[src/rtl/lcdw_pkg.sv]
// Shared types and constants for the LCD command-window pixel writer.
// No dependencies; used by lcdw_window_ctrl and the top level.
`timescale 1ns / 1ps
`default_nettype none

package lcdw_pkg;

  localparam int DEF_ROW_STRIDE = 320;
  localparam int DEF_FRAME_ROWS = 240;

  localparam int BUS_W   = 16;
  localparam int INDEX_W = 17;
  localparam int COLOR_W = 24;
  localparam int POS_W   = 3;

  localparam logic [BUS_W-1:0] CMD_COLUMN_SET = 16'h002A;
  localparam logic [BUS_W-1:0] CMD_ROW_SET    = 16'h002B;
  localparam logic [BUS_W-1:0] CMD_MEM_WRITE  = 16'h002C;

  // parameter position codes
  localparam logic [POS_W-1:0] POS_NONE  = 3'd0;
  localparam logic [POS_W-1:0] POS_FIRST = 3'd1;
  localparam logic [POS_W-1:0] POS_LAST  = 3'd4;
  localparam logic [POS_W-1:0] POS_SAT   = 3'd7;

  typedef struct packed {
    logic             is_data;
    logic [BUS_W-1:0] bus_word;
  } lcdw_in_t;

  typedef struct packed {
    logic [INDEX_W-1:0] pixel_index;
    logic [COLOR_W-1:0] pixel_color;
    logic               out_of_range;
  } lcdw_out_t;

  // pixel request from the window controller to the index pipeline
  typedef struct packed {
    logic               emit;
    logic [BUS_W-1:0]   row;
    logic [BUS_W-1:0]   col;
    logic [COLOR_W-1:0] color;
  } lcdw_pix_req_t;

endpackage

`default_nettype wire

[src/rtl/lcd_command_window_pixel_writer_unit.sv]
// An accepted word that writes a pixel goes through every stage to the output register.
// Throughput: one bus word per cycle unless the output stalls; stages: input
// register, window/cursor update with the row multiply, index add/range check
// into the output register. Words that produce no pixel retire in the input stage.
// Reset (rst, synchronous) clears command, parameter position, window, cursor
// and all valid flags.
// Top level of the LCD command-window pixel writer; depends on lcdw_pkg and
// lcdw_window_ctrl.
`timescale 1ns / 1ps
`default_nettype none

module lcd_command_window_pixel_writer_unit #(
  parameter int ROW_STRIDE = lcdw_pkg::DEF_ROW_STRIDE,
  parameter int FRAME_ROWS = lcdw_pkg::DEF_FRAME_ROWS
) (
  input  wire logic                clk,
  input  wire logic                rst,
  input  wire logic                in_valid,
  output logic                     in_ready,
  input  wire lcdw_pkg::lcdw_in_t  in_word,
  output logic                     out_valid,
  input  wire logic                out_ready,
  output lcdw_pkg::lcdw_out_t      out_word
);

  localparam int SW         = $clog2(ROW_STRIDE + 1);
  localparam int PW         = lcdw_pkg::BUS_W + SW;
  localparam int IW         = PW + 2;
  localparam int FRAME_SIZE = ROW_STRIDE * FRAME_ROWS;

  logic                     s1_valid;
  lcdw_pkg::lcdw_in_t       s1_word;
  lcdw_pkg::lcdw_pix_req_t  req;
  logic                     s1_consume;

  logic                       s2_valid;
  logic [PW-1:0]              s2_prod;
  logic [lcdw_pkg::BUS_W-1:0] s2_col;
  logic [lcdw_pkg::COLOR_W-1:0] s2_color;
  logic                       s2_ready;
  logic                       s3_ready;

  logic signed [IW-1:0] idx;
  logic                 bad;

  assign s3_ready   = !out_valid || out_ready;
  assign s2_ready   = !s2_valid || s3_ready;
  assign s1_consume = s1_valid && (!req.emit || s2_ready);
  assign in_ready   = !s1_valid || s1_consume;

  always_ff @(posedge clk) begin
    if (rst) begin
      s1_valid <= 1'b0;
    end else if (in_ready) begin
      s1_valid <= in_valid;
    end
  end

  always_ff @(posedge clk) begin
    if (in_ready && in_valid) begin
      s1_word <= in_word;
    end
  end

  lcdw_window_ctrl u_ctrl (
    .clk     (clk),
    .rst     (rst),
    .word    (s1_word),
    .consume (s1_consume),
    .req     (req)
  );

  always_ff @(posedge clk) begin
    if (rst) begin
      s2_valid <= 1'b0;
    end else if (s2_ready) begin
      s2_valid <= s1_valid && req.emit;
    end
  end

  always_ff @(posedge clk) begin
    if (s2_ready && s1_valid && req.emit) begin
      s2_prod  <= PW'(req.row) * PW'(ROW_STRIDE);
      s2_col   <= req.col;
      s2_color <= req.color;
    end
  end

  // frame index is mirrored along the row
  assign idx = $signed({2'b00, s2_prod}) + $signed(IW'(ROW_STRIDE - 1))
             - $signed(IW'(s2_col));
  assign bad = (idx < 0) || (idx >= $signed(IW'(FRAME_SIZE)));

  always_ff @(posedge clk) begin
    if (rst) begin
      out_valid <= 1'b0;
    end else if (s3_ready) begin
      out_valid <= s2_valid;
    end
  end

  always_ff @(posedge clk) begin
    if (s3_ready && s2_valid) begin
      out_word.pixel_index  <= bad ? '0 : idx[lcdw_pkg::INDEX_W-1:0];
      out_word.pixel_color  <= s2_color;
      out_word.out_of_range <= bad;
    end
  end

`ifndef NO_ASSERTIONS
  a_in_lands: assert property (@(posedge clk) disable iff (rst)
    in_valid && in_ready |=> s1_valid)
    else $error("accepted word did not reach input register");

  a_mid_holds: assert property (@(posedge clk) disable iff (rst)
    out_valid && !out_ready && s2_valid |=> s2_valid)
    else $error("pending pixel dropped while output stalled");

  a_range_zero: assert property (@(posedge clk) disable iff (rst)
    out_valid && out_word.out_of_range |-> out_word.pixel_index == '0)
    else $error("out-of-range pixel carries nonzero index");

  a_color_pad: assert property (@(posedge clk) disable iff (rst)
    out_valid |-> out_word.pixel_color[18:16] == 3'b000 &&
                  out_word.pixel_color[9:8] == 2'b00 &&
                  out_word.pixel_color[2:0] == 3'b000)
    else $error("RGB888 padding bits not zero");
`endif

endmodule

`default_nettype wire

[src/rtl/lcdw_window_ctrl.sv]
// Command decoder, parameter buffer, address window and cursor.
// Depends on lcdw_pkg.
`timescale 1ns / 1ps
`default_nettype none

module lcdw_window_ctrl (
  input  wire logic                  clk,
  input  wire logic                  rst,
  input  wire lcdw_pkg::lcdw_in_t    word,
  input  wire logic                  consume,
  output lcdw_pkg::lcdw_pix_req_t    req
);

  logic [lcdw_pkg::BUS_W-1:0] current_command, current_command_next;
  logic [lcdw_pkg::POS_W-1:0] param_position, param_position_next;
  logic [7:0]                 param_bytes [3];
  logic [lcdw_pkg::BUS_W-1:0] column_start, column_start_next;
  logic [lcdw_pkg::BUS_W-1:0] column_end, column_end_next;
  logic [lcdw_pkg::BUS_W-1:0] row_start, row_start_next;
  logic [lcdw_pkg::BUS_W-1:0] row_end, row_end_next;
  logic [lcdw_pkg::BUS_W-1:0] cursor_column, cursor_column_next;
  logic [lcdw_pkg::BUS_W-1:0] cursor_row, cursor_row_next;

  logic                       active;
  logic                       byte_wr;
  logic [1:0]                 byte_sel;
  logic [lcdw_pkg::POS_W-1:0] pos_inc;
  logic                       last_param;
  logic                       pix_write;

  assign active     = word.is_data && (param_position != lcdw_pkg::POS_NONE);
  assign pos_inc    = (param_position < lcdw_pkg::POS_SAT) ?
                      param_position + 1'b1 : param_position;
  assign last_param = (param_position == lcdw_pkg::POS_LAST);
  // bytes one to three are kept; the fourth is used as it arrives
  assign byte_wr    = active && (param_position < lcdw_pkg::POS_LAST);
  assign byte_sel   = 2'(param_position - lcdw_pkg::POS_FIRST);
  assign pix_write  = active && (current_command == lcdw_pkg::CMD_MEM_WRITE) &&
                      (param_position == lcdw_pkg::POS_FIRST);

  always_comb begin
    req.emit  = pix_write;
    req.row   = cursor_row;
    req.col   = cursor_column;
    req.color = {word.bus_word[15:11], 3'b000,
                 word.bus_word[10:5],  2'b00,
                 word.bus_word[4:0],   3'b000};
  end

  always_comb begin
    current_command_next = current_command;
    param_position_next  = param_position;
    column_start_next    = column_start;
    column_end_next      = column_end;
    row_start_next       = row_start;
    row_end_next         = row_end;
    cursor_column_next   = cursor_column;
    cursor_row_next      = cursor_row;
    if (!word.is_data) begin
      current_command_next = word.bus_word;
      param_position_next  = lcdw_pkg::POS_FIRST;
    end else if (active) begin
      param_position_next = pos_inc;
      priority if (last_param && current_command == lcdw_pkg::CMD_COLUMN_SET) begin
        column_start_next  = {param_bytes[0], param_bytes[1]};
        column_end_next    = {param_bytes[2], word.bus_word[7:0]};
        cursor_column_next = {param_bytes[0], param_bytes[1]};
      end else if (last_param && current_command == lcdw_pkg::CMD_ROW_SET) begin
        row_start_next  = {param_bytes[0], param_bytes[1]};
        row_end_next    = {param_bytes[2], word.bus_word[7:0]};
        cursor_row_next = {param_bytes[0], param_bytes[1]};
      end else if (pix_write) begin
        param_position_next = lcdw_pkg::POS_FIRST;
        // step across the window, wrapping column then row
        if (cursor_column >= column_end) begin
          cursor_column_next = column_start;
          cursor_row_next    = (cursor_row >= row_end) ? row_start : cursor_row + 1'b1;
        end else begin
          cursor_column_next = cursor_column + 1'b1;
        end
      end else begin
        param_position_next = pos_inc;
      end
    end
  end

  always_ff @(posedge clk) begin
    if (rst) begin
      current_command <= '0;
      param_position  <= lcdw_pkg::POS_NONE;
      column_start    <= '0;
      column_end      <= '0;
      row_start       <= '0;
      row_end         <= '0;
      cursor_column   <= '0;
      cursor_row      <= '0;
    end else if (consume) begin
      current_command <= current_command_next;
      param_position  <= param_position_next;
      column_start    <= column_start_next;
      column_end      <= column_end_next;
      row_start       <= row_start_next;
      row_end         <= row_end_next;
      cursor_column   <= cursor_column_next;
      cursor_row      <= cursor_row_next;
    end
  end

  always_ff @(posedge clk) begin
    if (consume && byte_wr) begin
      param_bytes[byte_sel] <= word.bus_word[7:0];
    end
  end

endmodule

`default_nettype wire
[config.mk]
export PLATFORM = sky130hd
export DESIGN_NAME = lcd_command_window_pixel_writer_unit
export DESIGN_NICKNAME = d
export VERILOG_FILES = /design/src/rtl/lcdw_pkg.sv /design/src/rtl/lcd_command_window_pixel_writer_unit.sv /design/src/rtl/lcdw_window_ctrl.sv
export SDC_FILE = /design/constraint.sdc
export NUM_CORES = 1
export LEC_CHECK = 0
export BUFFER_PORTS_ARGS = -buffer_cell sky130_fd_sc_hd__buf_2
export CORE_ASPECT_RATIO = 1.25
export CORE_MARGIN = 10
export CORE_UTILIZATION = 45
export DETAILED_ROUTE_END_ITERATION = 16
export PLACE_DENSITY_LB_ADDON = 0.2
export SLEW_MARGIN = 20
export SYNTH_ARGS = -nofsm -noshare
export SYNTH_HDL_FRONTEND = slang
export SYNTH_SLANG_ARGS = --single-unit
[constraint.sdc]
create_clock -name clk -period 3.75 [get_ports clk]
set_input_delay 0.5625 -clock clk [delete_from_list [all_inputs] [get_ports clk]]
set_output_delay 0.5625 -clock clk [all_outputs]
set_load 0.03 [all_outputs]
==> results of run 1 <==
==> worst max-delay path by stage <==
stage	from	endpoint	cells after the start
after CTS	s2_prod[7]$_DFFE_PP_	out_word[27]$_SDFFCE_PP0P_	12
final	s2_prod[9]$_DFFE_PP_	out_word[38]$_SDFFCE_PP0P_	11
after detailed placement	s2_prod[7]$_DFFE_PP_	out_word[27]$_SDFFCE_PP0P_	12
after floorplan	u_ctrl.param_position[0]$_SDFFE_PP0P_	s2_col[0]$_DFFE_PP_	6
after global placement	s2_prod[7]$_DFFE_PP_	out_word[27]$_SDFFCE_PP0P_	12
after global routing	s2_prod[8]$_DFFE_PP_	out_word[40]$_SDFFCE_PP0P_	13
==> state kept, by name, summed over array words and instances (netlist names) <==
| signal | cells |
|---|---|
| s1_valid | 1 |
| s2_prod | 19 |
| s1_word | 17 |
| u_ctrl.column_start | 16 |
| u_ctrl.row_start | 16 |
| u_ctrl.cursor_row | 16 |
| u_ctrl.cursor_column | 16 |
| u_ctrl.row_end | 16 |
| u_ctrl.column_end | 16 |
| u_ctrl.param_position | 3 |
| s2_col | 16 |
| out_word | 34 |
| u_ctrl.current_command | 16 |
| s2_color | 16 |
| s2_valid | 1 |
| out_valid | 1 |
| u_ctrl.param_bytes | 24 |
==> cell families after synthesis <==
group / synth area share [%]
xor gates and xnor gates: 3.802
and+or+nand+nor: 14.65
other: 0.03072
muxes: 2.070
AOI/OAI and AO/OA: 14.37
DFF: 50.34
adders and majority gates: 10.17
buffers and inverters: 4.571
==> stage by stage <==
stage                     total power, mW  instance area (um^2)  instances
final                               5.397                 13790       1633
after global placement              2.991                 12920       1582
after global routing                5.601                 13790       1633
after floorplan                     2.952                 12240       1211
after detailed placement            2.992                 12920       1582
after CTS                           5.459                 13720       1627
==> cells in the mapped netlist, types with 3 or more instances <==
library cell	count	area, um^2
nand2_1	231	867.1
edfxtp_1	126	3784
dfxtp_1	118	2362
a21oi_1	113	565.5
ha_1	96	1201
inv_1	75	281.5
clkbuf_1	41	153.9
nor2_1	40	150.1
o21ai_0	30	150.1
o211ai_1	28	210.2
xnor2_1	27	236.5
xor2_1	26	227.7
mux2i_1	23	230.2
nand3_1	22	110.1
o211a_1	20	200.2
nor3_1	16	80.08
a31oi_1	14	87.58
nand4_1	13	81.33
a21o_1	10	75.07
nor3_2	10	100.1
buf_4	9	67.56
a211oi_1	8	60.06
nor2b_1	8	50.05
nor3b_1	8	60.06
a21boi_0	7	52.55
and2_1	5	31.28
nand2b_1	5	31.28
and3_1	4	25.02
buf_2	4	20.02
o21a_1	4	30.03
o31ai_1	4	30.03
a2111o_1	3	33.78
nand4b_1	3	26.28
nor4_1	3	18.77
o21ai_2	3	26.28
o21bai_1	3	22.52
o22ai_1	3	18.77
or2_1	3	18.77
==> power groups by stage <==
stage | sequential [mW] | clock (mW) | combinational, mW
after floorplan | 2.89 | 0 | 0.0612
after global placement | 2.91 | 0 | 0.0760
after detailed placement | 2.91 | 0 | 0.0771
after CTS | 2.86 | 2.52 | 0.0774
after global routing | 2.86 | 2.66 | 0.0856
final | 2.86 | 2.46 | 0.0772
==> timing repair <==
action / 4_1_cts / 5_1_grt
hold buffers: 0 / 0
setup buffers: 0 / 5
endpoints found under the setup margin: 0 / 8
gates resized for setup: 0 / 2
==> area by class of cell <==
class	count	area (um^2)
Inverter	75	281.5
Timing Repair Buffer	89	548.0
Clock buffer	32	651.9
Sequential cell	244	6146
Tap cell	345	431.7
Multi-Input combinational cell	835	5588
Fill cell	2470	13030
Clock inverter	13	147.6
==> per-layer routing <==
metal,part of all wire (%),vias to the layer above
met5,0,-
met4,2.3,0
met3,5.0,40
met2,51,191
met1,42,4226
li1,-,4407
==> key figures, run 1 <==
Outcome
  – Outcome: finished clean

Power
  – Pint: ~4.3 mW
  – Seq pwr share: 52.9%
  – Worst vdd ir: 373.5 uV
  – NetSw: 1.121 mW
  – Clock share of power: 45.6%
  – Lkg Pwr: roughly 5.4 nW
  – Cell area power density: approximately 390 nW/um^2
  – Sw Ratio: 20.78%
  – Power share of the combinational group: 1.4%

Floorplan
  – Starting density of the core: 45.51%
  – Die Y: 204.2 um
  – Core area: about 27000 um^2
  – Die width: 167.3 um
  – # rows: 67
  – I/O pins: 65
  – Die area: 34160 um^2

Timing
  – Final setup violation count: 0
  – Period utilisation layout: 93.80%
  – Final clock skew: approximately 0.015 ns
  – Final hold violations: 0
  – Final critical-path required period: 3.517 ns
  – Worst Slack Setup Final: 0.2327 ns
  – RSZ-0062 raised after global routing: false
  – Final Max Slew Viols: 0
  – Setup TNS: 0 ns
  – Slew @ Worst Pin: 1.060 ns
  – Slew Limit Headroom: 29.21%
  – Hold_ws: roughly 0.21 ns
  – Max Freq: ~0.28 GHz

Cells and area
  – Commonest non-fill, non-tap cell in the layout: nand2_1
  – ANT cells: 0
  – Most frequent cells in the layout: nand2_1, edfxtp_1, dfxtp_1, a21oi_1, ha_1
  – Final design utilization: 51.42%
  – Syn-to-layout area delta: 13.00%
  – Final #Nets: 1389
  – Share of cells above drive strength 1: between 10% and 20%

Logic synthesis
  – Syn Area/Cell: 10.14 um^2
  – Seq/Total Area, Yosys: 50.34%
  – Synthesized area: 12210 um^2
  – Synthesized flop and latch total: 244
  – Post-synth EDFFs: 126
  – Prevailing post-synth register cell: edfxtp_1
  – Mapped Cells: 1204
  – Synth warnings: 0
  – Asr flop ratio synth: 0%
  – Netlist cell types: 66

GRT
  – Global-route wire length before repair: roughly 45000 um
  – Grt met1 use: 19.22%
  – Met2 usage in global routing: 28.74%
  – Initial antenna violation count: 0
  – Vias in the first global route: 8762
  – Total GRT Usage: 16.05%
  – GR peak layer: met2
  – Largest net degree at the start of global routing: 78
  – Global route overflow: 0
  – Met3 Track Usage GR: 2.828%

Place
  – GPL Wtd Cong: 0.8482
  – Setup slack at placement: 0.1864 ns
  – PortBufs: 56
  – DP HPWL: between 15000 and 20000 um

Worst hold path
  – Hold Crit Class: in -> reg
  – Hold_sp: in_word[16]
  – Hold Crit Depth: 1
  – Terminating pin of the worst hold path: s1_word[16]$_DFFE_PP_

Setup path
  – Critical Path Sink Type: register
  – Kind of critical path: reg -> reg
  – CP Max Fanout: 15
  – Critical path buffers and inverters: 1
  – Critical path's slowest cell: or4_1
  – Top delay family on crit path: simple AND/OR/NAND/NOR gates
  – CP cell instances: ha_1, ha_1, or2_1, a31oi_2, o21ai_2, a2111oi_4, a2111oi_1, or4_1, nand4_4, buf_4, nor3_2
  – Req. time, crit path: roughly 4.0 ns
  – R2R Setup Slk: 0.23 ns
  – Worst path max stage delay: about 0.55 ns
  – Most numerous cell on the critical path: ha_1
  – Worst reg2reg endpoint: out_word[38]$_SDFFCE_PP0P_
  – Setup crit start kind: register
  – Worst endpoint data arrival time: 3.79 ns
  – Worst r2r src: s2_prod[9]$_DFFE_PP_
  – R2R depth: 11

Clocking
  – CTS buffer count: 25
  – Root buffer cell: clkbuf_16
  – H-tree levels: 1
  – TritonCTS sink count: around 240
  – Clk_lat worst skew: 0.52 ns
  – CTS tree: built
  – CTS max path bufs: 3
  – Clk slew on worst S/H paths: about 0.06 ns

Flow run
  – Max-cap violation count: 0

Routing
  – DR WL/cell: 17.23 um
  – Residual DRC: 0
  – DR vias: 8864
  – 1st-pass router iterations: 4
  – Initial DRC Count: roughly 370
  – Routed WL: 28140 um
  – Routed Antenna Nets: 0
  – DR vias/cell: 5.428
No activity file was read; power rests on OpenSTA's default activity.
==> run 2: changes to the inputs <==
Settings changed: CORE_MARGIN 10 to unset.
==> run 2 against run 1 <==
  * Clock-buffer cell count fell by 3
  * Fmax rose by 0.18%
  * Worst hold slack got worse by 0.0046 ns
  * Largest power group unchanged
  * Sequential cell count did not move
  * Highest routed layer unchanged
  * Clock skew fell by 0.0034 ns
  * Design area rose by 0.93%
==> key figures, run 2 (synthesis gave the netlist of run 1 again) <==
Power
  – Worst vdd ir: 400.6 uV (+7.3%)
  – Sw Ratio: 20.32% (-0.45 points)
  – Power Total: 5.640 mW (+4.5%)
  – Cell area power density: 405.1 nW/um^2 (+3.5%)
  – Lkg Pwr: 5.435 nW (+0.79%)
  – NetSw: 1.146 mW (+2.2%)
  – Pint: 4.493 mW (+5.1%)
  – Clock share of power: 48.0% (+2.4 points)
  – Power share of the combinational group: 1.4% (about the same)
  – Seq pwr share: 50.7% (-2.2 points)

Place
  – GPL Wtd Cong: 0.8348 (-1.6%)
  – DP HPWL: 19300 um (-3.1%)
  – PortBufs: 56 (unchanged)
  – Setup slack at placement: 0.2010 ns (+0.01461 ns)

Routing
  – Initial DRC Count: 414 (+11%)
  – DR vias/cell: 5.397 (-0.57%)
  – Routed Antenna Nets: 0 (unchanged)
  – 1st-pass router iterations: 5 (+1)
  – DR vias: 8803 (-0.69%)
  – Routed WL: 27450 um (-2.5%)
  – DR WL/cell: 16.83 um (-2.4%)
  – Residual DRC: 0 (unchanged)

GRT
  – Global route overflow: 0 (unchanged)
  – Vias in the first global route: 8625 (-1.6%)
  – Global-route wire length before repair: 44660 um (-1.6%)
  – Initial antenna violation count: 0 (unchanged)
  – Largest net degree at the start of global routing: 100 (+28%)
  – Total GRT Usage: 20.54% (+4.5 points)

Floorplan
  – I/O pins: 65 (unchanged)
  – Die width: 149.3 um (-11%)
  – # rows: 67 (unchanged)
  – Die Y: 186.2 um (-8.8%)
  – Starting density of the core: 45.65% (+0.14 points)
  – Die area: 27800 um^2 (-19%)
  – Core area: 26740 um^2 (-0.31%)

Setup path
  – CP cell instances: ha_1, ha_1, fa_1, a21oi_1, o22ai_1, a2111oi_0, o21ai_0, xor2_1, a2111oi_4, nand4_4, buf_4, nor3_1
  – Setup crit start kind: register
  – R2R Setup Slk: 0.24 ns (about the same)
  – Kind of critical path: reg -> reg
  – Worst path max stage delay: 0.43 ns (-0.12 ns)
  – R2R depth: 12 (+1)
  – Critical Path Sink Type: register
  – Worst endpoint data arrival time: 3.87 ns (+0.08 ns)
  – CP Max Fanout: 7 (-8)
  – Critical path's slowest cell: fa_1
  – Worst reg2reg endpoint: out_word[34]$_SDFFCE_PP0P_
  – Most numerous cell on the critical path: ha_1
  – Worst r2r src: s2_prod[7]$_DFFE_PP_
  – Req. time, crit path: 4.11 ns (+0.09 ns)

Timing
  – RSZ-0062 raised after global routing: false
  – Final hold violations: 0 (unchanged)
  – Final clock skew: 0.01143 ns (-0.003440 ns)
  – Setup TNS: 0 ns (unchanged)
  – Slew @ Worst Pin: 0.9543 ns (-0.1053 ns)
  – Max Freq: 0.2848 GHz (+0.18%)
  – Final critical-path required period: 3.511 ns (-0.006397 ns)
  – Hold_ws: 0.2089 ns (-0.004571 ns)
  – Final setup violation count: 0 (unchanged)
  – Final Max Slew Viols: 0 (unchanged)
  – Slew Limit Headroom: 36.18% (+7.0 points)
  – Worst Slack Setup Final: 0.2391 ns (+0.006397 ns)
  – Period utilisation layout: 93.63% (-0.17 points)

Cells and area
  – Commonest non-fill, non-tap cell in the layout: nand2_1
  – Final #Nets: 1385 (-0.29%)
  – Largest Register: out_word
  – Largest registers: out_word (34), u_ctrl.param_bytes (24), s2_prod (19)
  – Syn-to-layout area delta: 14.04%
  – Max reg flops: 34 (unchanged)
  – Most frequent cells in the layout: nand2_1, edfxtp_1, dfxtp_1, a21oi_1, ha_1
  – ANT cells: 0 (unchanged)
  – Share of cells above drive strength 1: 12.36% (+0.097 points)

Clocking
  – CTS tree: built
  – Root buffer cell: clkbuf_16
  – TritonCTS sink count: 244 (unchanged)
  – Clk slew on worst S/H paths: 0.06 ns (about the same)
  – CTS buffer count: 26 (+4.0%)
  – Clk_lat worst skew: 0.53 ns (about the same)
  – CTS max path bufs: 3 (unchanged)
  – H-tree levels: 1 (unchanged)

Worst hold path
  – Terminating pin of the worst hold path: s1_word[15]$_DFFE_PP_
  – Hold Crit Depth: 1 (unchanged)
  – Hold Crit Class: in -> reg
  – Hold_sp: in_word[15]

Flow run
  – Max-cap violation count: 0 (unchanged)

Outcome
  – Outcome: finished clean
==> run 2: how the worst max path moves through the flow <==
| stage | startpoint | end | slack, ns | cells after the start |
|---|---|---|---|---|
| 4_1_cts | s2_col[8]$_DFFE_PP_ | out_word[0]$_DFFE_PP_ | 0.18 | 11 |
| 6_report | s2_prod[7]$_DFFE_PP_ | out_word[34]$_SDFFCE_PP0P_ | 0.24 | 12 |
| 3_5_place_dp | s2_col[8]$_DFFE_PP_ | out_word[0]$_DFFE_PP_ | 0.20 | 11 |
| 3_3_place_gp | s2_prod[7]$_DFFE_PP_ | out_word[28]$_SDFFCE_PP0P_ | 0.28 | 12 |
| 2_1_floorplan | u_ctrl.param_position[0]$_SDFFE_PP0P_ | s2_col[0]$_DFFE_PP_ | 0.48 | 6 |
| 5_1_grt | s2_prod[7]$_DFFE_PP_ | out_word[27]$_SDFFCE_PP0P_ | 0.03 | 12 |
==> run 2: area by class of cell <==
class,instances,area [um^2]
inverter,75,281.5
timing repair buffer,84,573.1
sequential,244,6146
fill,2465,12820
clock inverter,19,221.5
tap,345,431.7
multi-input combinational,835,5585
clock buffer,29,683.2
==> run 2: metrics by stage <==
stage                     instance area (um^2)  utilization, %  cells
after floorplan                          12240               -   1211
after global placement                   12960           48.47   1581
after detailed placement                 12960           48.47   1581
after CTS                                13870           51.86   1629
after global routing                     13920           52.06   1631
final                                    13920           52.06   1631
==> run 2: timing repair <==
action / CTS / global route
hold buffers: 0 / 0
gates resized for setup: 0 / 1
endpoints found under the setup margin: 0 / 4
setup buffers: 0 / 1
==> run 2: worst max-delay path, delay by kind of cell, from the launching register on <==
family	cells	cell delay, ns
AO/OA/AOI/OAI	5	1.20
XOR/XNOR	1	0.19
adder cells (fa/ha/maj)	3	0.96
buffers and inverters	1	0.22
flip-flops	1	0.37
AND/OR/NAND/NOR	2	0.39
==> run 2: power by group through the flow <==
stage	Combinational (mW)	Clock, mW	Sequential [mW]
floorplan	0.0612	0	2.89
global route	0.0870	2.87	2.86
CTS	0.0786	2.77	2.86
finish	0.0779	2.70	2.86
global placement	0.0778	0	2.91
detailed placement	0.0787	0	2.91
==> run 2: layer usage <==
layer  up-vias  wire length [um]  global-route usage [%]
li1       4398                 -                       -
met1      4195             11540                   24.07
met2       161             13930                   37.86
met3        49              1028                   2.927
met4         0               956                   7.551
met5         -                 0                       0
==> run 3: changes to the inputs <==
Settings changed: ABC_AREA set to 1, CORE_UTILIZATION 45 to 40, SLEW_MARGIN 20 to 5.
==> run 3 against run 2 <==
  * Synthesized area is 5.2% higher
  * Worst hold slack worse by 0.051 ns
  * Synthesized cell count is 24% higher
  * Wire length is 15% higher
  * Clock-buffer cell count is 7 higher
  * Die area is 18% higher
  * Clock skew is 0.018 ns higher
  * Combinational power is 31% higher
  * Sequential cell count stayed put
  * Fmax is 14% higher
==> key figures, run 3 <==
Outcome
  – Outcome: finished clean

Timing
  – Final critical-path required period: 3.068 ns (-0.4427 ns)
  – Slew @ Worst Pin: 0.9514 ns (-0.002896 ns)
  – RSZ-0062 raised after global routing: false
  – Slew Limit Headroom: 36.39% (+0.22 points)
  – Final Max Slew Viols: 0 (unchanged)
  – Period utilisation layout: 81.82% (-12 points)
  – Setup TNS: 0 ns (unchanged)
  – Max Freq: 0.3259 GHz (+14%)
  – Final clock skew: 0.02952 ns (+0.01810 ns)
  – Final setup violation count: 0 (unchanged)
  – Final hold violations: 0 (unchanged)
  – Worst Slack Setup Final: 0.6817 ns (+0.4427 ns)

Setup path
  – Req. time, crit path: 3.91 ns (-0.20 ns)
  – Setup crit start kind: register
  – R2R Setup Slk: 0.68 ns (+0.44 ns)
  – R2R depth: 13 (+1)
  – Kind of critical path: reg -> reg
  – Worst path max stage delay: 0.45 ns (+0.02 ns)
  – CP Max Fanout: 18 (+11)
  – Critical path's slowest cell: fa_1
  – Critical Path Sink Type: register
  – CP Capture Point: out_word[0]$_DFFE_PP_
  – CP cell instances: ha_1, ha_1, fa_1, nand3_1, nand3_1, nand2_1, nand2_1, nand2_1, nand2_1, inv_1, nand3_1, nor2_2, nand3_2
  – Worst endpoint data arrival time: 3.23 ns (-0.64 ns)
  – Most numerous cell on the critical path: nand2_1
  – Worst setup path start: s2_prod[7]$_DFFE_PP_
  – Worst r2r src: s2_prod[7]$_DFFE_PP_
  – Worst reg2reg endpoint: out_word[0]$_DFFE_PP_

Logic synthesis
  – Synthesized area: 12840 um^2 (+5.2%)
  – Post-synth top cells: nand2_1, inv_1, nor2_1, edfxtp_1, dfxtp_1
  – Mapped Cells: 1493 (+24%)
  – Synth warnings: 0 (unchanged)
  – Post-synth EDFFs: 126 (unchanged)
  – Synth top area share: 29.47% (-1.5 points)
  – Prevailing post-synth register cell: edfxtp_1
  – Netlist cell types: 42 (-36%)
  – Syn Area/Cell: 8.599 um^2 (-15%)
  – Cell taking the most area after synthesis: edfxtp_1
  – Largest cells by area after synthesis: edfxtp_1, dfxtp_1, ha_1, nand2_1, inv_1
  – Seq/Total Area, Yosys: 47.87% (-2.5 points)
  – Asr flop ratio synth: 0% (unchanged)
  – Synthesized flop and latch total: 244 (unchanged)
  – Most instantiated library cell after synthesis: nand2_1

Clocking
  – Clk slew on worst S/H paths: 0.06 ns (about the same)
  – CTS tree: built
  – CTS max path bufs: 3 (unchanged)
  – H-tree levels: 1 (unchanged)
  – CTS buffer count: 27 (+3.8%)
  – Post-CTS Setup Inserts: 0 (unchanged)
  – Hold-fix buffers, CTS: 0 (unchanged)
  – Clk_lat worst skew: 0.58 ns (+0.05 ns)
  – Root buffer cell: clkbuf_16
  – Post-CTS sizing: 0 (unchanged)
  – TritonCTS sink count: 244 (unchanged)

Power
  – Power Total: 5.628 mW (-0.20%)
  – Worst vdd ir: 357.9 uV (-11%)
  – Lkg Pwr: 6.338 nW (+17%)
  – Cell area power density: 388.6 nW/um^2 (-4.1%)

Cells and area
  – Most frequent cells in the layout: nand2_1, inv_1, nor2_1, edfxtp_1, dfxtp_1
  – Max reg flops: 34 (unchanged)
  – Largest registers: out_word (34), u_ctrl.param_bytes (24), s2_prod (19)
  – Post-route insts no fill: 1985 (+22%)
  – Commonest non-fill, non-tap cell in the layout: nand2_1
  – Final #Nets: 1671 (+21%)
  – Share of cells above drive strength 1: 9.981% (-2.4 points)
  – ANT cells: 0 (unchanged)
  – Largest Register: out_word
  – Final design utilization: 45.70% (-6.4 points)
  – Syn-to-layout area delta: 12.82%

Routing
  – DR WL/cell: 15.92 um (-5.4%)
  – Routed Antenna Nets: 0 (unchanged)
  – Initial DRC Count: 407 (-1.7%)
  – DR vias/cell: 5.005 (-7.3%)
  – DR vias: 9935 (+13%)
  – Routed WL: 31600 um (+15%)
  – 1st-pass router iterations: 5 (unchanged)
  – Residual DRC: 0 (unchanged)

Floorplan
  – Die width: 162.2 um (+8.7%)
  – Die Y: 202.3 um (+8.7%)
  – Core area: 31690 um^2 (+19%)
  – # rows: 73 (+9.0%)
  – I/O pins: 65 (unchanged)
  – Die area: 32820 um^2 (+18%)
  – Starting density of the core: 40.51% (-5.1 points)

GRT
  – Global route overflow: 0 (unchanged)
  – Global-route wire length before repair: 50980 um (+14%)
  – Vias in the first global route: 9749 (+13%)
  – Initial antenna violation count: 0 (unchanged)
  – Total GRT Usage: 19.73% (-0.81 points)
  – Largest net degree at the start of global routing: 55 (-45%)

Place
  – # placed instances: 1935 (+22%)
  – DP HPWL: 23590 um (+22%)
  – PortBufs: 56 (unchanged)
  – Setup slack at placement: 0.6363 ns (+0.4353 ns)
  – GPL Wtd Cong: 0.8841 (+5.9%)

Worst hold path
  – Hold Crit Class: in -> reg

Flow run
  – Max-cap violation count: 0 (unchanged)
[run 3: cell count changes after synthesis, moves of 13 or more]
cell | before | now
inv_1 | 75 | 228
nor2_1 | 40 | 146
o21ai_0 | 30 | 99
nand3_1 | 22 | 77
nand4_1 | 13 | 42
a211oi_1 | 8 | 32
mux2i_1 | 23 | 0
o211a_1 | 20 | 0
xnor2_1 | 27 | 10
clkbuf_1 | 41 | 28
[run 3: cells by family after synthesis]
family	Yosys count	share of synthesized area, %
adders and majority gates	98	9.668
AOI/OAI and AO/OA	280	12.31
other	1	0.02921
buffers and inverters	288	8.898
and+or+nand+nor	543	18.57
DFF	244	47.87
xor gates and xnor gates	39	2.661
[run 3: per-layer routing]
metal | wire [um] | track usage, %
met5 | 0 | 0
met1 | 13510 | 23.65
met4 | 1046 | 7.850
met2 | 16050 | 35.59
met3 | 995 | 2.155
[run 3: how the worst min path moves through the flow]
stage                                       from                      to  cells past startpoint
final                                in_word[16]   s1_word[16]$_DFFE_PP_                      1
after global routing                 in_word[15]   s1_word[15]$_DFFE_PP_                      1
after CTS                            in_word[12]   s1_word[12]$_DFFE_PP_                      1
after detailed placement   s2_color[6]$_DFFE_PP_   out_word[7]$_DFFE_PP_                      0
after global placement    s2_color[20]$_DFFE_PP_  out_word[21]$_DFFE_PP_                      0
after floorplan           s2_color[10]$_DFFE_PP_  out_word[11]$_DFFE_PP_                      0
[run 3: critical path: cells and delay by family (launching register included)]
family        cells  cell delay (ns)
flops             1             0.38
buf+inv           1             0.07
fa+ha+maj         3             1.00
simple gates      9             1.20
[run 3: power by group]
part	total, mW	leakage [nW]	switching (mW)	internal, mW
sequential	2.86	2.09	0.0350	2.82
combinational	0.102	3.80	0.0740	0.0276
clock	2.67	0.451	1.12	1.55
[run 3: area by class of cell]
cell class	count	area, um^2
flip-flops and latches	244	6146
clock buffers	36	783.3
inverters	234	878.3
clock inverters	14	122.6
fillers	3161	17210
well taps	412	515.5
multi-input cells	968	5588
repair buffers	77	450.4
[run 3: per-stage QoR]
step	instance area, um^2	hold slack [ns]
5_1_grt	14480	0.1385
3_3_place_gp	13580	0.4013
2_1_floorplan	12860	0.4003
6_report	14480	0.1576
3_5_place_dp	13580	0.4052
4_1_cts	14480	0.1347
